File: config.mk
export PLATFORM = sky130hd
export DESIGN_NAME = positional_pid_controller
export DESIGN_NICKNAME = d
export VERILOG_FILES = /design/src/rtl/pid_pkg.sv /design/src/rtl/positional_pid_controller.sv
export SDC_FILE = /design/constraint.sdc
export NUM_CORES = 2
export LEC_CHECK = 0
export CORE_UTILIZATION = 50
export DETAILED_ROUTE_END_ITERATION = 8
export DONT_BUFFER_PORTS = 1
export PLACE_DENSITY_LB_ADDON = 0.05
export SETUP_SLACK_MARGIN = 0.15
export SYNTH_ARGS = -nofsm -noshare
export SYNTH_HDL_FRONTEND = slang
export SYNTH_SLANG_ARGS = --single-unit
File: constraint.sdc
create_clock -name clk -period 18.9 [get_ports clk]
set_input_delay 0.945 -clock clk [delete_from_list [all_inputs] [get_ports clk]]
set_output_delay 0.945 -clock clk [all_outputs]
set_load 0.01 [all_outputs]
File: src/rtl/pid_pkg.sv
package pid_pkg;

  localparam int unsigned SampleW = 16;
  localparam int unsigned GainW   = 16;
  localparam int unsigned LimitW  = 16;
  localparam int unsigned ErrW    = SampleW + 1;
  localparam int unsigned DriveW  = 17;
  localparam int unsigned IntegW  = 26;
  localparam int unsigned FracW   = 8;

  typedef logic signed [SampleW-1:0] sample_t;
  typedef logic signed [DriveW-1:0]  drive_t;
  typedef logic        [LimitW-1:0]  cfg_data_t;

  typedef enum logic [2:0] {
    REG_GAIN_P         = 3'd0,
    REG_GAIN_I         = 3'd1,
    REG_GAIN_D         = 3'd2,
    REG_INTEGRAL_LIMIT = 3'd3,
    REG_OUTPUT_LIMIT   = 3'd4,
    REG_DEAD_BAND      = 3'd5,
    REG_DEAD_BAND_EN   = 3'd6
  } cfg_idx_t;

endpackage

File: src/rtl/positional_pid_controller.sv
// positional pid with integral clamp and deadband hold
// an accepted sample is registered in the input, product and sum stages, then at the output
// throughput: one transaction per cycle while out_ready is high; products,
//   integral update and output saturation each take one pipeline stage
// reset: synchronous active-low rst_n clears the configuration registers,
//   integral, last error, held drive and all pipeline valid bits
module positional_pid_controller (
  input  logic                clk,
  input  logic                rst_n,
  input  logic                in_valid,
  output logic                in_ready,
  input  pid_pkg::sample_t    in_measured_value,
  input  pid_pkg::sample_t    in_target_value,
  output logic                out_valid,
  input  logic                out_ready,
  output pid_pkg::drive_t     out_drive,
  output logic                out_held,
  input  logic                cfg_we,
  input  pid_pkg::cfg_idx_t   cfg_index,
  input  pid_pkg::cfg_data_t  cfg_wdata
);
  import pid_pkg::*;

  // configuration
  logic signed [GainW-1:0] gain_p_r, gain_i_r, gain_d_r;
  logic [LimitW-1:0]       integral_limit_r, output_limit_r, dead_band_r;
  logic                    dead_band_enable_r;

  // controller state
  logic signed [ErrW-1:0]   prev_err_r;
  logic signed [IntegW-1:0] integ_r;
  logic signed [DriveW-1:0] held_drive_r;

  // pipeline registers
  logic                   v1_r, v2_r, v3_r;
  logic signed [ErrW-1:0] err1_r;
  logic signed [ErrW:0]   diff1_r;
  logic                   hold1_r, hold2_r, hold3_r;
  logic signed [32:0]     p2_r, ip2_r;
  logic signed [33:0]     d2_r;
  logic signed [34:0]     pd3_r;
  logic                   out_valid_r, out_held_r;
  logic signed [DriveW-1:0] out_drive_r;

  logic en1, en2, en3, en4, in_fire;

  logic signed [ErrW-1:0]   err_nxt;
  logic        [ErrW-1:0]   mag_nxt;
  logic signed [ErrW:0]     diff_nxt;
  logic                     hold_nxt;
  logic signed [33:0]       isum;
  logic signed [33:0]       ilim;
  logic signed [IntegW-1:0] integ_nxt;
  logic signed [35:0]       total;
  logic signed [27:0]       shifted;
  logic signed [27:0]       olim;
  logic signed [DriveW-1:0] drive_nxt;

  // each stage moves when the one after it is empty or moving
  assign en4     = !out_valid_r || out_ready;
  assign en3     = !v3_r || en4;
  assign en2     = !v2_r || en3;
  assign en1     = !v1_r || en2;
  assign in_ready = en1;
  assign in_fire = in_valid && en1;

  always_ff @(posedge clk) begin
    if (!rst_n) begin
      gain_p_r           <= '0;
      gain_i_r           <= '0;
      gain_d_r           <= '0;
      integral_limit_r   <= '0;
      output_limit_r     <= '0;
      dead_band_r        <= '0;
      dead_band_enable_r <= 1'b0;
    end else if (cfg_we) begin
      unique case (cfg_index)
        REG_GAIN_P:         gain_p_r           <= signed'(cfg_wdata);
        REG_GAIN_I:         gain_i_r           <= signed'(cfg_wdata);
        REG_GAIN_D:         gain_d_r           <= signed'(cfg_wdata);
        REG_INTEGRAL_LIMIT: integral_limit_r   <= cfg_wdata;
        REG_OUTPUT_LIMIT:   output_limit_r     <= cfg_wdata;
        REG_DEAD_BAND:      dead_band_r        <= cfg_wdata;
        REG_DEAD_BAND_EN:   dead_band_enable_r <= cfg_wdata[0];
        default: ;
      endcase
    end
  end

  // input side: error, deadband test, error difference
  always_comb begin
    err_nxt  = ErrW'(in_target_value) - ErrW'(in_measured_value);
    mag_nxt  = err_nxt[ErrW-1] ? unsigned'(-err_nxt) : unsigned'(err_nxt);
    hold_nxt = dead_band_enable_r && (mag_nxt <= {1'b0, dead_band_r});
    diff_nxt = (ErrW+1)'(err_nxt) - (ErrW+1)'(prev_err_r);
  end

  // integral update with symmetric clamp
  always_comb begin
    isum = 34'(integ_r) + 34'(ip2_r);
    ilim = signed'({10'b0, integral_limit_r, {FracW{1'b0}}});
    if (isum > ilim) begin
      integ_nxt = IntegW'(ilim);
    end else if (isum < -ilim) begin
      integ_nxt = IntegW'(-ilim);
    end else begin
      integ_nxt = IntegW'(isum);
    end
  end

  // sum, floor shift and output saturation
  always_comb begin
    total   = 36'(pd3_r) + 36'(integ_r);
    shifted = 28'(total >>> FracW);
    olim    = signed'({12'b0, output_limit_r});
    if (shifted > olim) begin
      drive_nxt = DriveW'(olim);
    end else if (shifted < -olim) begin
      drive_nxt = DriveW'(-olim);
    end else begin
      drive_nxt = DriveW'(shifted);
    end
  end

  always_ff @(posedge clk) begin
    if (!rst_n) begin
      v1_r         <= 1'b0;
      v2_r         <= 1'b0;
      v3_r         <= 1'b0;
      out_valid_r  <= 1'b0;
      prev_err_r   <= '0;
      integ_r      <= '0;
      held_drive_r <= '0;
    end else begin
      if (en1) begin
        v1_r <= in_valid;
      end
      if (in_fire) begin
        prev_err_r <= err_nxt;
      end
      if (en2) begin
        v2_r <= v1_r;
      end
      if (en3) begin
        v3_r <= v2_r;
        if (v2_r && !hold2_r) begin
          integ_r <= integ_nxt;
        end
      end
      if (en4) begin
        out_valid_r <= v3_r;
        if (v3_r && !hold3_r) begin
          held_drive_r <= drive_nxt;
        end
      end
    end
  end

  always_ff @(posedge clk) begin
    if (in_fire) begin
      err1_r  <= err_nxt;
      diff1_r <= diff_nxt;
      hold1_r <= hold_nxt;
    end
    if (en2 && v1_r) begin
      p2_r    <= 33'(gain_p_r) * 33'(err1_r);
      ip2_r   <= 33'(gain_i_r) * 33'(err1_r);
      d2_r    <= 34'(gain_d_r) * 34'(diff1_r);
      hold2_r <= hold1_r;
    end
    if (en3 && v2_r) begin
      pd3_r   <= 35'(p2_r) + 35'(d2_r);
      hold3_r <= hold2_r;
    end
    if (en4 && v3_r) begin
      out_drive_r <= hold3_r ? held_drive_r : drive_nxt;
      out_held_r  <= hold3_r;
    end
  end

  assign out_valid = out_valid_r;
  assign out_drive = out_drive_r;
  assign out_held  = out_held_r;

`ifndef SYNTHESIS
  // a computed drive never leaves the output bound
  a_drive_bound: assert property (@(posedge clk) disable iff (!rst_n)
    out_valid_r && !out_held_r |->
      (18'(out_drive_r) <= signed'({2'b0, output_limit_r})) &&
      (18'(out_drive_r) >= -signed'({2'b0, output_limit_r})))
    else $error("drive outside output limit");

  // a held result repeats the last computed drive
  a_held_repeat: assert property (@(posedge clk) disable iff (!rst_n)
    out_valid_r && out_held_r |-> out_drive_r == held_drive_r)
    else $error("held drive mismatch");

  // with deadband off nothing is held
  a_no_hold: assert property (@(posedge clk) disable iff (!rst_n)
    out_valid_r && !dead_band_enable_r |-> !out_held_r)
    else $error("held while deadband disabled");

  // a held transaction leaves the integral alone
  a_integ_frozen: assert property (@(posedge clk) disable iff (!rst_n)
    v2_r && en3 && hold2_r |=> $stable(integ_r))
    else $error("integral changed on held transaction");
`endif

endmodule

* Word-level counts from Yosys, hierarchy flattened
Index checks and enable logic that the tools add are counted.
** Storage, ports and cells
- Register bits :: 352
- Logic and storage cells :: 80
- Input bits :: 56
- Output and inout port bits :: 20
** Cells by class
- Muxes and demuxes :: 6
- Order comparisons :: 5
- Reductions and logical operators :: 27
- Multipliers :: 3
- Eq/ne operators :: 6
- $add $sub $neg :: 8
** Operators with widths (count)
- $mux 17 :: 4
- $mul 16x17->33 :: 2
- $mux 26 :: 2
- $add 35x26->36 :: 1
- $add 33x34->35 :: 1
- $add 26x33->34 :: 1
- $gt 34x25->1 :: 1
- $lt 34x34->1 :: 1
- $mul 16x18->34 :: 1
- $neg 24->34 :: 1
- $gt 28x17->1 :: 1
- $lt 28x28->1 :: 1
- $neg 16->28 :: 1
- $reduce_and 2->1 :: 9
- $sub 17x17->18 :: 1
- $le 17x16->1 :: 1
- $neg 17->17 :: 1
- $sub 16x16->17 :: 1
- $eq 3x3->1 const B :: 3
- $logic_and 1x1->1 :: 7
- $eq 3x2->1 const B :: 2
- $logic_not 1->1 :: 6
- $logic_or 1x1->1 :: 4
- $eq 3x1->1 const B :: 1
- $logic_not 3->1 :: 1

* Depth between registers and ports, before layout
- Word-level depth :: 6
- Gate-level depth with buffers :: 32
- Mapped depth without buffers :: 30

* Worst setup path after synthesis
No wires, ideal clock.
- Path type :: input to register
- From :: input out_ready
- To :: register d2_r[0] (enable)
- Arrival time :: 8.327 ns
- Required time :: 18.185 ns
- Slack :: 9.858 ns
- Stages :: 2
- Path buffers :: 0
- Setup time :: 0.715 ns
- Cell sequence :: nor2_1 -> a21boi_0
** On the way
- Cells in the longest elaborated chain, start to end :: 4
** Ends and longest elaborated chain
- from (decl) :: line positional_pid_controller.sv:15 : input logic out_ready,
- $logic_or 1x1->1 :: line positional_pid_controller.sv:60 : assign en4 = !out_valid_r || out_ready;
- $logic_or 1x1->1 :: line positional_pid_controller.sv:61 : assign en3 = !v3_r || en4;
- $logic_or 1x1->1 :: line positional_pid_controller.sv:62 : assign en2 = !v2_r || en3;
- $logic_and 1x1->1 :: line positional_pid_controller.sv:165 : if (en2 && v1_r) begin
- to (signal assigned) :: line positional_pid_controller.sv:168 : d2_r <= 34'(gain_d_r) * 34'(diff1_r);
- to (decl) :: line positional_pid_controller.sv:40 : logic signed [33:0] d2_r;
Every way passes these cells.
A chain may end at the register's enable or synchronous reset.

* Worst setup path after layout
- From :: register gain_d_r[6]
- To :: register d2_r[33] (data pin)
** On the way
- Cells in the longest elaborated chain, start to end :: 1
** Ends and longest elaborated chain
- from (decl) :: line positional_pid_controller.sv:25 : logic signed [GainW-1:0] gain_p_r, gain_i_r, gain_d_r;
- from (signal assigned) :: line positional_pid_controller.sv:80 : REG_GAIN_D: gain_d_r <= signed'(cfg_wdata);
- $mul 16x18->34 :: line positional_pid_controller.sv:168
Every way passes these cells.

==> impl_results.rst <==
.. list-table::
   :header-rows: 1

   * - Metric
     - Value
   * - Status
     - finished, final reports clean
   * - Post-CTS setup buffers
     - 0
   * - Count of input and output buffers
     - 0
   * - Synthesized area per cell
     - 9.04 um^2
   * - Ys Warns
     - 0
   * - Final core utilization
     - 0.534
   * - Top post-synthesis cells by area
     - fa_1, ha_1, edfxtp_1
   * - Via count of the routed design
     - 39800
   * - R2R Setup Slk
     - 11650 ps
   * - Grt ovf
     - 0
   * - RD Place Congestion
     - 0.882
   * - Commonest cells post-synth
     - inv_1, fa_1, nand2_1, ha_1, and2_1
   * - Leakage power figure
     - 27.4 nW
   * - Proportion of synthesized chip area in sequential cells
     - 0.166
   * - Area share of the largest cell type after synthesis
     - 0.315
   * - Starting Density
     - 0.508
   * - Clock Skews
     - 38.2 ps
   * - Sequential standard cell area
     - 8960 um^2
   * - Min Tclk post-route
     - 7250 ps
   * - Post-synth EDFFs
     - 191
   * - Antenna Violating Nets Remaining
     - 0
   * - Netlist area before placement
     - 53800 um^2
   * - Count of instances resized after the clock tree is built
     - 0
   * - Final max-slew violation count
     - 0
   * - Number of standard cells in the final layout excluding fillers
     - 7253
   * - Pin count of the biggest net entering global routing
     - 148
   * - X dimension of the die
     - 330 um
   * - Actual transition at the worst max-transition pin
     - 1200 ps
   * - Number of clock sinks
     - 352
   * - Routed via count divided by cell count
     - 5.49
   * - NumNets Final
     - 7213
   * - Fmax achieved
     - 138 MHz
   * - Die Footprint
     - 109000 um^2
   * - Via count of the first global-routing pass
     - 40700
   * - Total length of routed wires
     - 145000 um
   * - CP Launch Type
     - flip-flop
   * - Most used flip-flop cell after synthesis
     - edfxtp_1
   * - Maxcap violations
     - 0
   * - Yosys top cell by area
     - fa_1
   * - Number of buffers inserted during clock tree synthesis
     - 46
   * - Worst endpoint required time
     - 19270 ps
   * - Relative slew slack
     - 0.202
   * - Maximum VDD drop
     - 0.0972 mV
   * - Area growth syn-to-layout
     - 5.27%
   * - Share of cells above drive strength 1
     - 0.0294
   * - Clock-pin slew reported for the worst setup and hold paths after clock tree synthesis
     - 60 ps
   * - Final hold vios
     - 0
   * - Path type of the worst setup path
     - reg -> reg
   * - Power Density
     - 55.4 nW/um^2
   * - Setup WS post-layout
     - 11650 ps
   * - Filler cell count
     - 10000
   * - DR iter-0 viols
     - 2394
   * - DP Cell Count
     - 7162
   * - Seq cells post-synth
     - 352
   * - Worst hold path type
     - in -> reg
   * - First-pass GRT wire length
     - 231000 um
   * - Gr usage total
     - 0.276
   * - Boundary pin count
     - 76
   * - Number of rows created at floorplan
     - 119
   * - Net count after synthesis
     - 7348
   * - Clock Tree Root
     - clkbuf_16
   * - DRC
     - 0
   * - Instance count of the mapped netlist
     - 5954
   * - Number of iterations in the first detailed-routing pass
     - 5
   * - Data arrival time at the worst-slack endpoint
     - 7620 ps
   * - Unrepaired setup endpoints after global routing
     - false
   * - H-tree level count
     - 2
   * - Async SR Flop Fraction
     - 0
   * - Count of hold-fix buffers inserted at cts
     - 0
   * - Routed len/inst
     - 20.1 um
   * - Area occupied by multi-input gates
     - 39900 um^2
   * - Clock tree from TritonCTS
     - done
   * - DP Wirelength
     - 115000 um
   * - Number of buffers between clock root and the deepest sink
     - 3
   * - Number of antenna violations at the first check in global routing
     - 10
   * - Final period util
     - 0.383
   * - Maximum fanout count along the critical path
     - 19
   * - Final-report setup violation count
     - 0
   * - Kind of end point of the critical path
     - flip-flop
   * - Number of distinct library cells after synthesis
     - 79
   * - Dominant cell by count in the synthesized netlist
     - inv_1
   * - Die span in y
     - 330 um
   * - TNS Setup
     - 0 ps
   * - Clock network latency to the later pin of the worst-skew pair
     - 640 ps
   * - Worst slack after detailed placement
     - 11700 ps
   * - Core Footprint
     - 106000 um^2
[logic make-up (layout without fill, tap and decap cells)]
kind of cell,after synthesis,in the layout,synth area share
muxes,25,25,0.00481
adders and majority gates,1338,1338,0.429
and+or+nand+nor,1765,1765,0.156
xor gates and xnor gates,246,246,0.0400
DFF,352,352,0.166
AOI/OAI and AO/OA,903,903,0.111
other,0,6,0
buffers and inverters,1325,1227,0.0927
[layer usage]
metal / vias up / track usage / share of wire
met5: - / 0 / 0.000083
met4: 2 / 0.0872 / 0.031
met3: 189 / 0.0350 / 0.053
met2: 995 / 0.458 / 0.47
met1: 20000 / 0.374 / 0.44
li1: 18700 / - / -
[area by class of cell]
cell class,count,share of cell area
inverters,1095,0.0725
well taps,1391,0.0307
diodes,6,0.000265
clock buffers,53,0.0219
clock inverters,32,0.00587
multi-input cells,4277,0.704
repair buffers,47,0.00623
flip-flops and latches,352,0.158
[critical path, stage by stage (launching register included)]
cell and delay, ps:
dfxtp_1 930, and2_1 270, fa_1 410, inv_1 90, fa_1 430, fa_1 490
fa_1 500, inv_1 60, fa_1 540, inv_1 60, fa_1 530, inv_1 50
ha_1 290, o21a_1 200, o31a_1 140, o41ai_1 130, o21a_1 250, o31ai_1 530
a211oi_1 200, o31ai_1 500, nand2b_1 100, nand2_1 80, a21oi_1 70, xnor2_1 130
[final timing paths]
kind	to	startpoint	depth (start not counted)
hold reg to reg	held_drive_r[16]	held_drive_r[16]	2
setup / recovery	d2_r[33]	gain_d_r[6]	23
setup reg to reg	d2_r[33]	gain_d_r[6]	23
hold / removal	v1_r	in_valid	2
[registers in the layout (all words and copies together) (netlist names), 16 cells and up]
name              count
pd3_r                35
d2_r                 34
ip2_r                33
p2_r                 33
integ_r              26
diff1_r              18
err1_r               17
held_drive_r         17
out_drive            17
prev_err_r           17
dead_band_r          16
gain_d_r             16
gain_i_r             16
gain_p_r             16
integral_limit_r     16
output_limit_r       16
[layout by cell type (no fill, tap or decap), types with 117 or more instances in the layout]
cell	n
edfxtp_1	191
a21oi_1	227
o21ai_0	141
dfxtp_1	161
and2_1	402
fa_1	846
a21boi_0	118
inv_1	1094
xnor2_1	174
ha_1	492
nand2_1	803
a21o_1	117
nor2_1	205
[report_power, final]
part	switching, mW	internal, mW
Clock	0.394	0.532
Combinational	0.765	0.455
Sequential	0.0969	0.897
[metrics by stage]
| step | hold slack (ps) | power, mW | area (um^2) |
|---|---|---|---|
| 2_1_floorplan | 400 | 1.84 | 53800 |
| 3_3_place_gp | 444 | 2.21 | 55100 |
| 3_5_place_dp | 450 | 2.22 | 55100 |
| 4_1_cts | 412 | 3.16 | 56600 |
| 5_1_grt | 424 | 3.35 | 56600 |
| 6_report | 447 | 3.14 | 56700 |
No activity file was read; power rests on OpenSTA's default activity.
